==> src/rtl/divide_reciprocal_magic_finder_defines.svh <==
// Assertion macros shared by the reciprocal finder RTL.
// Needs i_clk and i_rst_n in the module that uses them.
`ifndef DIVIDE_RECIPROCAL_MAGIC_FINDER_DEFINES_SVH
`define DIVIDE_RECIPROCAL_MAGIC_FINDER_DEFINES_SVH
`ifndef SYNTHESIS
// Same-cycle implication.
`define DRMF_ASSERT(label, prop, msg) \
    label: assert property (@(posedge i_clk) disable iff (!i_rst_n) (prop)) else $error(msg);
// Next-cycle implication.
`define DRMF_ASSERT_NEXT(label, ante, cons, msg) \
    label: assert property (@(posedge i_clk) disable iff (!i_rst_n) (ante) |=> (cons)) \
        else $error(msg);
`else
`define DRMF_ASSERT(label, prop, msg)
`define DRMF_ASSERT_NEXT(label, ante, cons, msg)
`endif
`endif

==> src/rtl/drmf_pkg.sv <==
// Package for the reciprocal finder: widths, constants, sequencer states
// and the divider request/response types. No dependencies.
package drmf_pkg;

    localparam int DataW     = 32;
    localparam int RecipW    = 32;
    localparam int ShiftW    = 6;
    localparam int LogW      = 5;
    localparam int DivNumW   = 62;
    localparam int DivDenW   = 31;
    localparam int DivCntW   = $clog2(DivNumW + 1);
    localparam int ProdW     = DivDenW + RecipW;
    localparam int OutDataW  = 40;

    localparam int ShiftBase = 30;
    localparam logic [DivDenW-1:0] TopDividend = 31'h7FFF_FFFF;
    localparam logic [DivDenW-1:0] WideMargin  = 31'd10;
    localparam logic [DivDenW-1:0] WideCount   = 31'd20;

    typedef enum logic [3:0] {
        S_IDLE,
        S_LOG,
        S_RDIV,
        S_RWAIT,
        S_TDIV,
        S_TWAIT,
        S_CHK,
        S_CWAIT,
        S_DONE
    } t_state;

    typedef struct packed {
        logic               start;
        logic               wide;
        logic [DivNumW-1:0] num;
        logic [DivDenW-1:0] den;
    } t_div_req;

    typedef struct packed {
        logic               done;
        logic [DivNumW-1:0] quo;
        logic [DivDenW-1:0] rem;
    } t_div_rsp;

endpackage

==> src/rtl/divide_reciprocal_magic_finder.sv <==
// Top level of the reciprocal finder: sequencer around one shared divider.
// Depends on drmf_pkg, drmf_div and the assertion macro header.
`include "divide_reciprocal_magic_finder_defines.svh"

// Finds a multiply-shift reciprocal for division by an invariant positive divisor.
// Each input word carries a signed 32-bit divisor d; each output word carries status,
// reciprocal r and shift s with s = 30 + ceil(log2 d) and r = ceil(2^s / d). A divisor
// of zero or below gives status 1 with r and s zero. The pair is then verified on a
// window of dividends just below 2^31-1 (twenty values ending ten above the last
// multiple of d when the remainder of 2^31-1 by d exceeds ten, otherwise down to
// 2^31-1 - 2d); a wrong quotient anywhere in the window forces r to zero while
// status stays 0. One divisor is handled at a time and o_s_tready is high only
// while the sequencer idles. Steps per word: a non-positive divisor goes straight
// to the output; otherwise a log search (one power-of-two compare a cycle), the
// 62-bit reciprocal division, 2^31-1 divided by d, and one division for every
// quotient block visited in the window (none when the narrow window is empty,
// otherwise one to three). Each division runs on the shared radix-2 divider, which
// retires one quotient bit per cycle. A finished word waits in the output register
// and the next divisor is accepted meanwhile.
module divide_reciprocal_magic_finder (
    input  logic        i_clk,
    input  logic        i_rst_n,
    input  logic        i_s_tvalid,
    output logic        o_s_tready,
    input  logic [31:0] i_s_tdata,   // [31:0] divisor (signed)
    output logic        o_m_tvalid,
    input  logic        i_m_tready,
    output logic [39:0] o_m_tdata    // [0] status, [32:1] reciprocal, [38:33] shift_amount
);

    localparam int DenW  = drmf_pkg::DivDenW;
    localparam int NumW  = drmf_pkg::DivNumW;
    localparam int RecW  = drmf_pkg::RecipW;
    localparam int ShW   = drmf_pkg::ShiftW;
    localparam int LogW  = drmf_pkg::LogW;
    localparam int ProdW = drmf_pkg::ProdW;
    localparam int DatW  = drmf_pkg::DataW;

    drmf_pkg::t_state r_state, n_state;

    logic [DenW-1:0]  r_d, n_d;          // positive divisor
    logic [DatW-1:0]  r_pow, n_pow;      // 2^c during the log search
    logic [LogW-1:0]  r_c, n_c;          // ceil(log2 d)
    logic [RecW-1:0]  r_r, n_r;          // candidate reciprocal
    logic             r_err, n_err;
    logic [DenW-1:0]  r_n, n_n;          // dividend under check
    logic [DenW-1:0]  r_low, n_low;      // window floor, exclusive
    logic [ProdW-1:0] r_prod, n_prod;    // n * r

    logic             r_m_valid, n_m_valid;
    logic             r_status, n_status;
    logic [RecW-1:0]  r_recip, n_recip;
    logic [ShW-1:0]   r_shift, n_shift;

    drmf_pkg::t_div_req w_req;
    drmf_pkg::t_div_rsp w_rsp;

    logic [ShW-1:0]   w_s;
    logic [DenW:0]    w_twice;
    logic [DenW-1:0]  w_top;
    logic [ProdW-1:0] w_est;

    assign w_s     = ShW'(r_c) + ShW'(drmf_pkg::ShiftBase);
    assign w_twice = {r_d, 1'b0};
    assign w_est   = r_prod >> w_s;

    drmf_div u_div (
        .i_clk   (i_clk),
        .i_rst_n (i_rst_n),
        .i_req   (w_req),
        .o_rsp   (w_rsp)
    );

    always_comb begin
        n_state   = r_state;
        n_d       = r_d;
        n_pow     = r_pow;
        n_c       = r_c;
        n_r       = r_r;
        n_err     = r_err;
        n_n       = r_n;
        n_low     = r_low;
        n_prod    = r_prod;
        n_m_valid = r_m_valid && !i_m_tready;
        n_status  = r_status;
        n_recip   = r_recip;
        n_shift   = r_shift;
        w_top     = '0;

        w_req.start = 1'b0;
        w_req.wide  = 1'b0;
        w_req.num   = '0;
        w_req.den   = r_d;

        o_s_tready = (r_state == drmf_pkg::S_IDLE);

        unique case (r_state)
            drmf_pkg::S_IDLE: begin
                if (i_s_tvalid) begin
                    // zero or sign bit set: not positive, report at once
                    if (i_s_tdata == '0 || i_s_tdata[DatW-1]) begin
                        n_err   = 1'b1;
                        n_state = drmf_pkg::S_DONE;
                    end else begin
                        n_err   = 1'b0;
                        n_d     = i_s_tdata[DenW-1:0];
                        n_pow   = DatW'(1);
                        n_c     = '0;
                        n_state = drmf_pkg::S_LOG;
                    end
                end
            end
            drmf_pkg::S_LOG: begin
                // advance while 2^c is still below d
                if (r_pow < {1'b0, r_d}) begin
                    n_pow = {r_pow[DatW-2:0], 1'b0};
                    n_c   = r_c + LogW'(1);
                end else begin
                    n_state = drmf_pkg::S_RDIV;
                end
            end
            drmf_pkg::S_RDIV: begin
                // ceil(2^s / d) as floor((2^s + d - 1) / d)
                w_req.start = 1'b1;
                w_req.wide  = 1'b1;
                w_req.num   = (NumW'(1) << w_s) + NumW'(r_d) - NumW'(1);
                n_state     = drmf_pkg::S_RWAIT;
            end
            drmf_pkg::S_RWAIT: begin
                if (w_rsp.done) begin
                    n_r = w_rsp.quo[RecW-1:0];
                    if (w_rsp.quo[NumW-1:RecW] != '0) begin
                        n_err   = 1'b1;
                        n_state = drmf_pkg::S_DONE;
                    end else begin
                        n_state = drmf_pkg::S_TDIV;
                    end
                end
            end
            drmf_pkg::S_TDIV: begin
                w_req.start = 1'b1;
                w_req.num   = NumW'(drmf_pkg::TopDividend);
                n_state     = drmf_pkg::S_TWAIT;
            end
            drmf_pkg::S_TWAIT: begin
                if (w_rsp.done) begin
                    if (w_rsp.rem > drmf_pkg::WideMargin) begin
                        // wide window: twenty values from the last multiple plus margin
                        w_top = drmf_pkg::TopDividend - w_rsp.rem + drmf_pkg::WideMargin;
                        n_n   = w_top;
                        n_low = w_top - drmf_pkg::WideCount;
                    end else begin
                        n_n = drmf_pkg::TopDividend;
                        if (w_twice > {1'b0, drmf_pkg::TopDividend}) begin
                            n_low = drmf_pkg::TopDividend;
                        end else begin
                            n_low = DenW'({1'b0, drmf_pkg::TopDividend} - w_twice);
                        end
                    end
                    n_state = drmf_pkg::S_CHK;
                end
            end
            drmf_pkg::S_CHK: begin
                if (r_n > r_low) begin
                    w_req.start = 1'b1;
                    w_req.num   = NumW'(r_n);
                    n_prod      = ProdW'(r_n) * ProdW'(r_r);
                    n_state     = drmf_pkg::S_CWAIT;
                end else begin
                    n_state = drmf_pkg::S_DONE;
                end
            end
            drmf_pkg::S_CWAIT: begin
                if (w_rsp.done) begin
                    if (w_est != ProdW'(w_rsp.quo)) begin
                        // wrong quotient: drop the reciprocal, keep status ok
                        n_r     = '0;
                        n_state = drmf_pkg::S_DONE;
                    end else if (w_rsp.quo == '0) begin
                        n_state = drmf_pkg::S_DONE;
                    end else begin
                        // step to the last dividend of the previous quotient block
                        n_n     = r_n - w_rsp.rem - DenW'(1);
                        n_state = drmf_pkg::S_CHK;
                    end
                end
            end
            drmf_pkg::S_DONE: begin
                // hold until the output register is free
                if (!r_m_valid || i_m_tready) begin
                    n_m_valid = 1'b1;
                    n_status  = r_err;
                    n_recip   = r_err ? '0 : r_r;
                    n_shift   = r_err ? '0 : w_s;
                    n_state   = drmf_pkg::S_IDLE;
                end
            end
            default: begin
                n_state = drmf_pkg::S_IDLE;
            end
        endcase
    end

    always_ff @(posedge i_clk) begin
        if (!i_rst_n) begin
            r_state   <= drmf_pkg::S_IDLE;
            r_m_valid <= 1'b0;
            r_err     <= 1'b0;
        end else begin
            r_state   <= n_state;
            r_m_valid <= n_m_valid;
            r_err     <= n_err;
        end
        r_d      <= n_d;
        r_pow    <= n_pow;
        r_c      <= n_c;
        r_r      <= n_r;
        r_n      <= n_n;
        r_low    <= n_low;
        r_prod   <= n_prod;
        r_status <= n_status;
        r_recip  <= n_recip;
        r_shift  <= n_shift;
    end

    assign o_m_tvalid = r_m_valid;
    assign o_m_tdata  = {1'b0, r_shift, r_recip, r_status};

    `DRMF_ASSERT(a_err_fields_zero, (o_m_tvalid && o_m_tdata[0]) |-> (o_m_tdata[38:1] == '0), "error word with non-zero reciprocal or shift")
    `DRMF_ASSERT(a_ok_shift_range, (o_m_tvalid && !o_m_tdata[0]) |-> (o_m_tdata[38:33] >= 6'd30 && o_m_tdata[38:33] <= 6'd61), "ok word with shift out of range")
    `DRMF_ASSERT_NEXT(a_accept_leaves_idle, i_s_tvalid && o_s_tready, r_state != drmf_pkg::S_IDLE, "accepted divisor left the sequencer idle")

endmodule

==> src/rtl/drmf_div.sv <==
// Restoring radix-2 divider, one quotient bit per cycle.
// Depends on drmf_pkg and the assertion macro header.
`include "divide_reciprocal_magic_finder_defines.svh"

module drmf_div (
    input  logic               i_clk,
    input  logic               i_rst_n,
    input  drmf_pkg::t_div_req i_req,
    output drmf_pkg::t_div_rsp o_rsp
);

    localparam int NumW = drmf_pkg::DivNumW;
    localparam int DenW = drmf_pkg::DivDenW;
    localparam int CntW = drmf_pkg::DivCntW;

    logic            r_busy, n_busy;
    logic            r_done, n_done;
    logic [CntW-1:0] r_cnt, n_cnt;
    logic [NumW-1:0] r_num, n_num;
    logic [DenW-1:0] r_rem, n_rem;
    logic [DenW-1:0] r_den, n_den;

    logic [DenW:0]   w_trial;
    logic [DenW:0]   w_diff;
    logic            w_ge;

    always_comb begin
        w_trial = {r_rem, r_num[NumW-1]};
        w_diff  = w_trial - {1'b0, r_den};
        w_ge    = (w_trial >= {1'b0, r_den});

        n_busy = r_busy;
        n_done = 1'b0;
        n_cnt  = r_cnt;
        n_num  = r_num;
        n_rem  = r_rem;
        n_den  = r_den;

        if (i_req.start) begin
            // narrow requests sit left-aligned so the quotient lands in the low bits
            n_busy = 1'b1;
            n_rem  = '0;
            n_den  = i_req.den;
            if (i_req.wide) begin
                n_cnt = CntW'(NumW);
                n_num = i_req.num;
            end else begin
                n_cnt = CntW'(DenW);
                n_num = {i_req.num[DenW-1:0], {(NumW-DenW){1'b0}}};
            end
        end else if (r_busy) begin
            n_rem = w_ge ? w_diff[DenW-1:0] : w_trial[DenW-1:0];
            n_num = {r_num[NumW-2:0], w_ge};
            n_cnt = r_cnt - CntW'(1);
            if (r_cnt == CntW'(1)) begin
                n_busy = 1'b0;
                n_done = 1'b1;
            end
        end
    end

    always_ff @(posedge i_clk) begin
        if (!i_rst_n) begin
            r_busy <= 1'b0;
            r_done <= 1'b0;
            r_cnt  <= '0;
        end else begin
            r_busy <= n_busy;
            r_done <= n_done;
            r_cnt  <= n_cnt;
        end
        r_num <= n_num;
        r_rem <= n_rem;
        r_den <= n_den;
    end

    assign o_rsp.done = r_done;
    assign o_rsp.quo  = r_num;
    assign o_rsp.rem  = r_rem;

    `DRMF_ASSERT(a_no_restart, i_req.start |-> !r_busy, "divider restarted while busy")
    `DRMF_ASSERT(a_rem_below_den, r_busy |-> (r_rem < r_den), "partial remainder not below divisor")
    `DRMF_ASSERT_NEXT(a_done_pulse, r_done, !r_done, "divider done held for two cycles")

endmodule

==> config.mk <==
export PLATFORM = sky130hd
export DESIGN_NAME = divide_reciprocal_magic_finder
export DESIGN_NICKNAME = d
export VERILOG_FILES = /design/src/rtl/drmf_pkg.sv /design/src/rtl/divide_reciprocal_magic_finder.sv /design/src/rtl/drmf_div.sv
export VERILOG_INCLUDE_DIRS = /design/src /design/src/rtl
export SDC_FILE = /design/constraint.sdc
export NUM_CORES = 2
export LEC_CHECK = 0
export BUFFER_PORTS_ARGS = -buffer_cell sky130_fd_sc_hd__buf_2
export CAP_MARGIN = 10
export CORE_MARGIN = 2
export CORE_UTILIZATION = 40
export DETAILED_ROUTE_END_ITERATION = 10
export GPL_TIMING_DRIVEN = 1
export PLACE_DENSITY = 0.59
export SYNTH_ARGS = -nofsm -noshare
export SYNTH_HDL_FRONTEND = slang
export SYNTH_SLANG_ARGS = --single-unit
==> constraint.sdc <==
create_clock -name i_clk -period 11.1 [get_ports i_clk]
set_clock_uncertainty 0.1 [all_clocks]
set_input_delay 1.665 -clock i_clk [delete_from_list [all_inputs] [get_ports i_clk]]
set_output_delay 1.665 -clock i_clk [all_outputs]
set_load 0.005 [all_outputs]
# --- After elaboration in Yosys (flattened, before gate mapping) ---
# Index checks and enable logic that the tools add are counted.
# W data, S select, Z words.
op_classes:
  addsub: 12
  mul: 1
  n_lt_le_gt_ge: 5
  n_eq_ne: 22
  n_shift: 2
  mux: 55
  bitwise_logic: 3
  n_reduce_logical: 25
ops:
  columns: ["cell", "count"]
  rows:
  - ["$mux W31", 9]
  - ["$mux W32", 6]
  - ["$mux W62", 3]
  - ["$pmux W62 S3", 1]
  - ["$pmux W32 S2", 2]
  - ["$mul A31 B32 Y63", 1]
  - ["$ne A63 B62 Y1", 1]
  - ["$shr A63 B6 Y63", 1]
  - ["$add A62 B31 Y62", 1]
  - ["$logic_not A62 Y1", 1]
  - ["$pmux W31 S2", 1]
  - ["$shl A1 B6 Y62 const A", 1]
  - ["$sub A31 B31 Y31", 2]
  - ["$sub A31 B31 Y31 const A", 2]
  - ["$sub A62 B1 Y62 const B", 1]
  - ["$mux W4", 11]
  - ["$pmux W4 S9", 1]
  - ["$ge A32 B31 Y1", 1]
  - ["$gt A32 B31 Y1 const B", 1]
  - ["$logic_not A32 Y1", 1]
  - ["$lt A32 B31 Y1", 1]
  - ["$add A31 B4 Y31 const B", 1]
  - ["$gt A31 B31 Y1", 1]
  - ["$gt A31 B4 Y1 const B", 1]
  - ["31 further kinds", 73]
word_totals:
  regBits: 402
  input_bits: 36
  output_inout_bits: 42
  word_cells: 144

# --- Logic depth before layout (Yosys ltp) ---
logic_depth:
  ltp_word: 7
  ltp_mapped: 29

# --- By module ---
# From an unflattened synthesis, not the netlist that was laid out.
unflattened:
  hier_cells: 6539
  hier_area_um2: 59854.9
modules_own_cells:
  columns: ["mod", "instances", "cells_each", "area_per_inst_um2", "seq_area_each_um2"]
  rows:
  - ["divide_reciprocal_magic_finder", 1, 5757, 52421.5, 7146.9]
  - ["drmf_div", 1, 782, 7433.4, 3573.4]

# --- Worst setup path after synthesis ---
# Ideal clock, no wire load.
synth_path:
  kind: "flip-flop to flip-flop"
  start: "register r_n[4]"
  end: "register r_prod[56] (data pin)"
  setup_ns: 0.258
  t_arrival_ns: 7.451
  required_time_ns: 10.742
  slack_ns: 3.291
  stages_incl_launch_ff: 28
  path_buffers: 1
  path_cell_list: "edfxtp_1 clkbuf_1 and2_1 fa_1 fa_1 fa_1 inv_1 fa_1 inv_1 fa_1 inv_1 fa_1 inv_1 fa_1 inv_1 fa_1 inv_1 ha_1 nand4_1 nor2b_1 or4_1 nor2b_1 or3_1 a21o_1 a21oi_1 o311ai_0 a31oi_1 xnor2_1"
synth_between:
  elab_chain_len: 1
synth_lines:
  columns: ["element", "line", "source"]
  rows:
  - ["from (decl)", "divide_reciprocal_magic_finder.sv:46", "logic [DenW-1:0] r_n, n_n;"]
  - ["from (signal assigned)", "divide_reciprocal_magic_finder.sv:218", "r_n <= n_n;"]
  - ["$mul A31 B32 Y63", "divide_reciprocal_magic_finder.sv:167", "n_prod = ProdW'(r_n) * ProdW'(r_r);"]
  - ["to (signal assigned)", "divide_reciprocal_magic_finder.sv:220", "r_prod <= n_prod;"]
  - ["to (decl)", "divide_reciprocal_magic_finder.sv:48", "logic [ProdW-1:0] r_prod, n_prod;"]
# Every way passes these cells.
# A chain may end at the register's enable or synchronous reset.

# --- Worst setup path after layout ---
layout_path:
  start: "register r_n[15]"
  end: "register r_prod[60] (data pin)"
# The elaborated chain is that of the path after synthesis.

==> flow_summary.ini <==
[placement]
hpwl_um = 146600
placed_cells = 8070
port_buffers = 76
gp_congestion = 0.9681

[logic_synthesis]
syn_avg_cell_area_um2 = 9.317
yosys-top-cells-area = fa_1, edfxtp_1, ha_1
yosysSeqAreaShare_pct = 18.37
netlist_instances = 6265
ys_ff_latch = 372
synth_flop_cell = edfxtp_1
yosysUniqueCellTypes = 88
yosysTopAreaCell = fa_1
syn_area_mm2 = 0.05837
synth-async-reset-ratio_pct = 0
synth_edf_count = 327
synth_top_area_share_pct = 29.77
yosysWarnings = 0

[cts]
cts_setup_buffers = 0
path_clk_slew_ns = 0.06
cts_sinks = 372
cts_root_buf = clkbuf_16
cts_buffers = 47
h-tree-depth = 2
clk_latency_ns = 0.66
cts_resized = 0
ctsHoldBuffers = 0
tritoncts = done
cts_buffer_depth = 3

[worst_hold_path]
hold_depth = 0
hp-class = flip-flop to flip-flop

[finish]
nets = 7581
fill_cells = 14223
layout_common_cells = inv_1, fa_1, nand2_1, and2_1, ha_1
final_common_cell = inv_1
drive_gt1_share_pct = 5.833
final_cells = 8161
area_growth_pct = 7.333

[sta]
min_period_ns = 9.177
grt_setup_unrepaired = no
worstMarginPinSlew_ns = 1.199
finalSetupViolCount = 0
fin_tns_setup_ns = 0
fmax_ghz = 0.1090
hold_violations = 0
finalCritPeriodShare_pct = 82.68
slew_violations = 0
relSlewSlack_pct = 19.87

[global_routing]
antenna_found_initial = 11
track_usage_pct = 26.23
grt_remaining_overflow = 0
grt_max_degree = 71
grt_pass1_vias = 46821
grt_pass1_wl_um = 294100

[route]
vias = 45769
ant_nets = 0
vias_per_cell = 5.608
drt_iter0_markers = 4275
routed_wl_um = 193100
drcViolationCount = 0
dr.pass1.iters = 6
wl_per_cell_um = 23.66

[status]
status = finished clean

[floorplan]
io_pins = 78
die_x_um = 386.0
start_util_pct = 40.19
core-area_mm2 = 0.1452
dieArea_mm2 = 0.1490
rows = 140
die_y_um = 386.0

[pwr]
power.density_mw_per_mm2 = 105.3
p_leak_nw = 29.11
irDropWorstVdd_uv = 115.6

[setup_path]
reg2reg_depth = 22
crit_required_ns = 11.36
reg2reg_slack_ns = 1.92
crit_chain = buf_4, and2_1, fa_1, fa_1, inv_1, fa_1, fa_1, inv_1, fa_1, fa_1, fa_1, fa_1, ha_1, a21o_1, or4_1, nor2b_1, or3_1, a21o_1, a21oi_1, o21ai_0, a31oi_1, xnor2_1
cp_max_fo = 15
slowest_stage = edfxtp_1
worst_ep_arrival_time_ns = 9.44
cp-start-kind = flip-flop
crit_type = flip-flop to flip-flop
max_stage_delay_ns = 0.99
crit_path_frequent_cell = fa_1
critPathCaptureType = flip-flop

[flow_run]
maxCapViolCount = 0
## cells by family after synthesis
group | synth area share [%]
simple gates | 17.08
buf+inv | 9.020
fa+ha+maj | 39.95
compound gates | 10.22
flops | 18.37
xor+xnor | 2.971
mux | 2.377
other cells | 0.01287
## area by class of cell
cell class              count  area, um2  area share (%)
multi-input cells        4512      42520           67.87
flip-flops and latches    372      10720           17.12
clock inverters            32      478.0          0.7629
diodes                      4      10.01         0.01598
inverters                1075       4035           6.441
repair buffers            194       1266           2.021
well taps                1917       2399           3.829
clock buffers              55       1216           1.941
## synth_stat cells (12+ instances only)
| master | count |
|---|---|
| o22ai_1 | 22 |
| a211o_1 | 12 |
| mux2i_1 | 46 |
| nand2_1 | 680 |
| a22o_1 | 19 |
| a211oi_1 | 41 |
| fa_1 | 868 |
| o21ai_0 | 160 |
| and2_1 | 550 |
| xor2_1 | 59 |
| o21bai_1 | 29 |
| a21boi_0 | 15 |
| dfxtp_1 | 45 |
| and3_1 | 65 |
| o211ai_1 | 23 |
| or2_2 | 13 |
| nand3_1 | 61 |
| clkbuf_1 | 297 |
| nor2_1 | 215 |
| edfxtp_1 | 327 |
| nor3_1 | 102 |
| inv_1 | 1071 |
| or3_1 | 28 |
| nand2b_1 | 29 |
| ha_1 | 475 |
| a21oi_1 | 232 |
| a31oi_1 | 37 |
| nor4_1 | 44 |
| mux2_2 | 14 |
| o21a_1 | 30 |
| xnor2_1 | 139 |
| nor2b_1 | 90 |
| mux4_2 | 26 |
| buf_1 | 13 |
| nand4_1 | 34 |
| a21o_1 | 126 |
| o32ai_1 | 15 |
## worst paths after layout
path              startpoint              end
setup / recovery     r_n[15]       r_prod[60]
hold / removal       r_d[24]  u_div.r_den[24]
setup reg to reg     r_n[15]       r_prod[60]
hold reg to reg      r_d[24]  u_div.r_den[24]
## stage by stage
stage / hold slack [ns] / instance area, um2 / total power (W) / util [%] / setup slack, ns
3_5_place_dp: 0.3338 / 60940 / 0.004810 / 41.97 / 2.080
5_1_grt: 0.3670 / 62640 / 0.006967 / 43.14 / 1.688
3_3_place_gp: 0.3332 / 60930 / 0.004791 / 41.96 / 2.063
2_1_floorplan: 0.3244 / 58420 / 0.004023 / - / 3.291
4_1_cts: 0.3548 / 62640 / 0.006568 / 43.14 / 1.870
6_report: 0.3521 / 62650 / 0.006594 / 43.14 / 1.923
## sequential cells by signal, indices dropped and copies added, names as in the netlist, 32 cells and up
signal       flops
r_prod          33
r_pow           32
r_recip         32
r_r             32
u_div.r_num     62
## power by group
group | internal, W | total (W) | switching (W)
Sequential | 0.00175 | 0.00198 | 0.000229
Clock | 0.00101 | 0.00174 | 0.000733
Combinational | 0.00112 | 0.00287 | 0.00175
## worst max-delay path: cells and delay by family, from the launching register on
kind	cells	cell delay, ns
and+or+nand+nor	4	1.37
adders and majority gates	9	4.12
xor gates and xnor gates	1	0.10
buffers and inverters	3	0.50
AOI/OAI and AO/OA	5	1.67
DFF	1	0.99
## per-layer routing
layer / wire (um) / track usage, % / vias to the layer above
met2: 86750 / 41.26 / 2117
li1: - / - / 20174
met3: 17280 / 4.447 / 391
met4: 8762 / 10.42 / 8
met1: 80270 / 35.95 / 23079
met5: 54 / 0 / -
(Power assumes the default switching activity.)
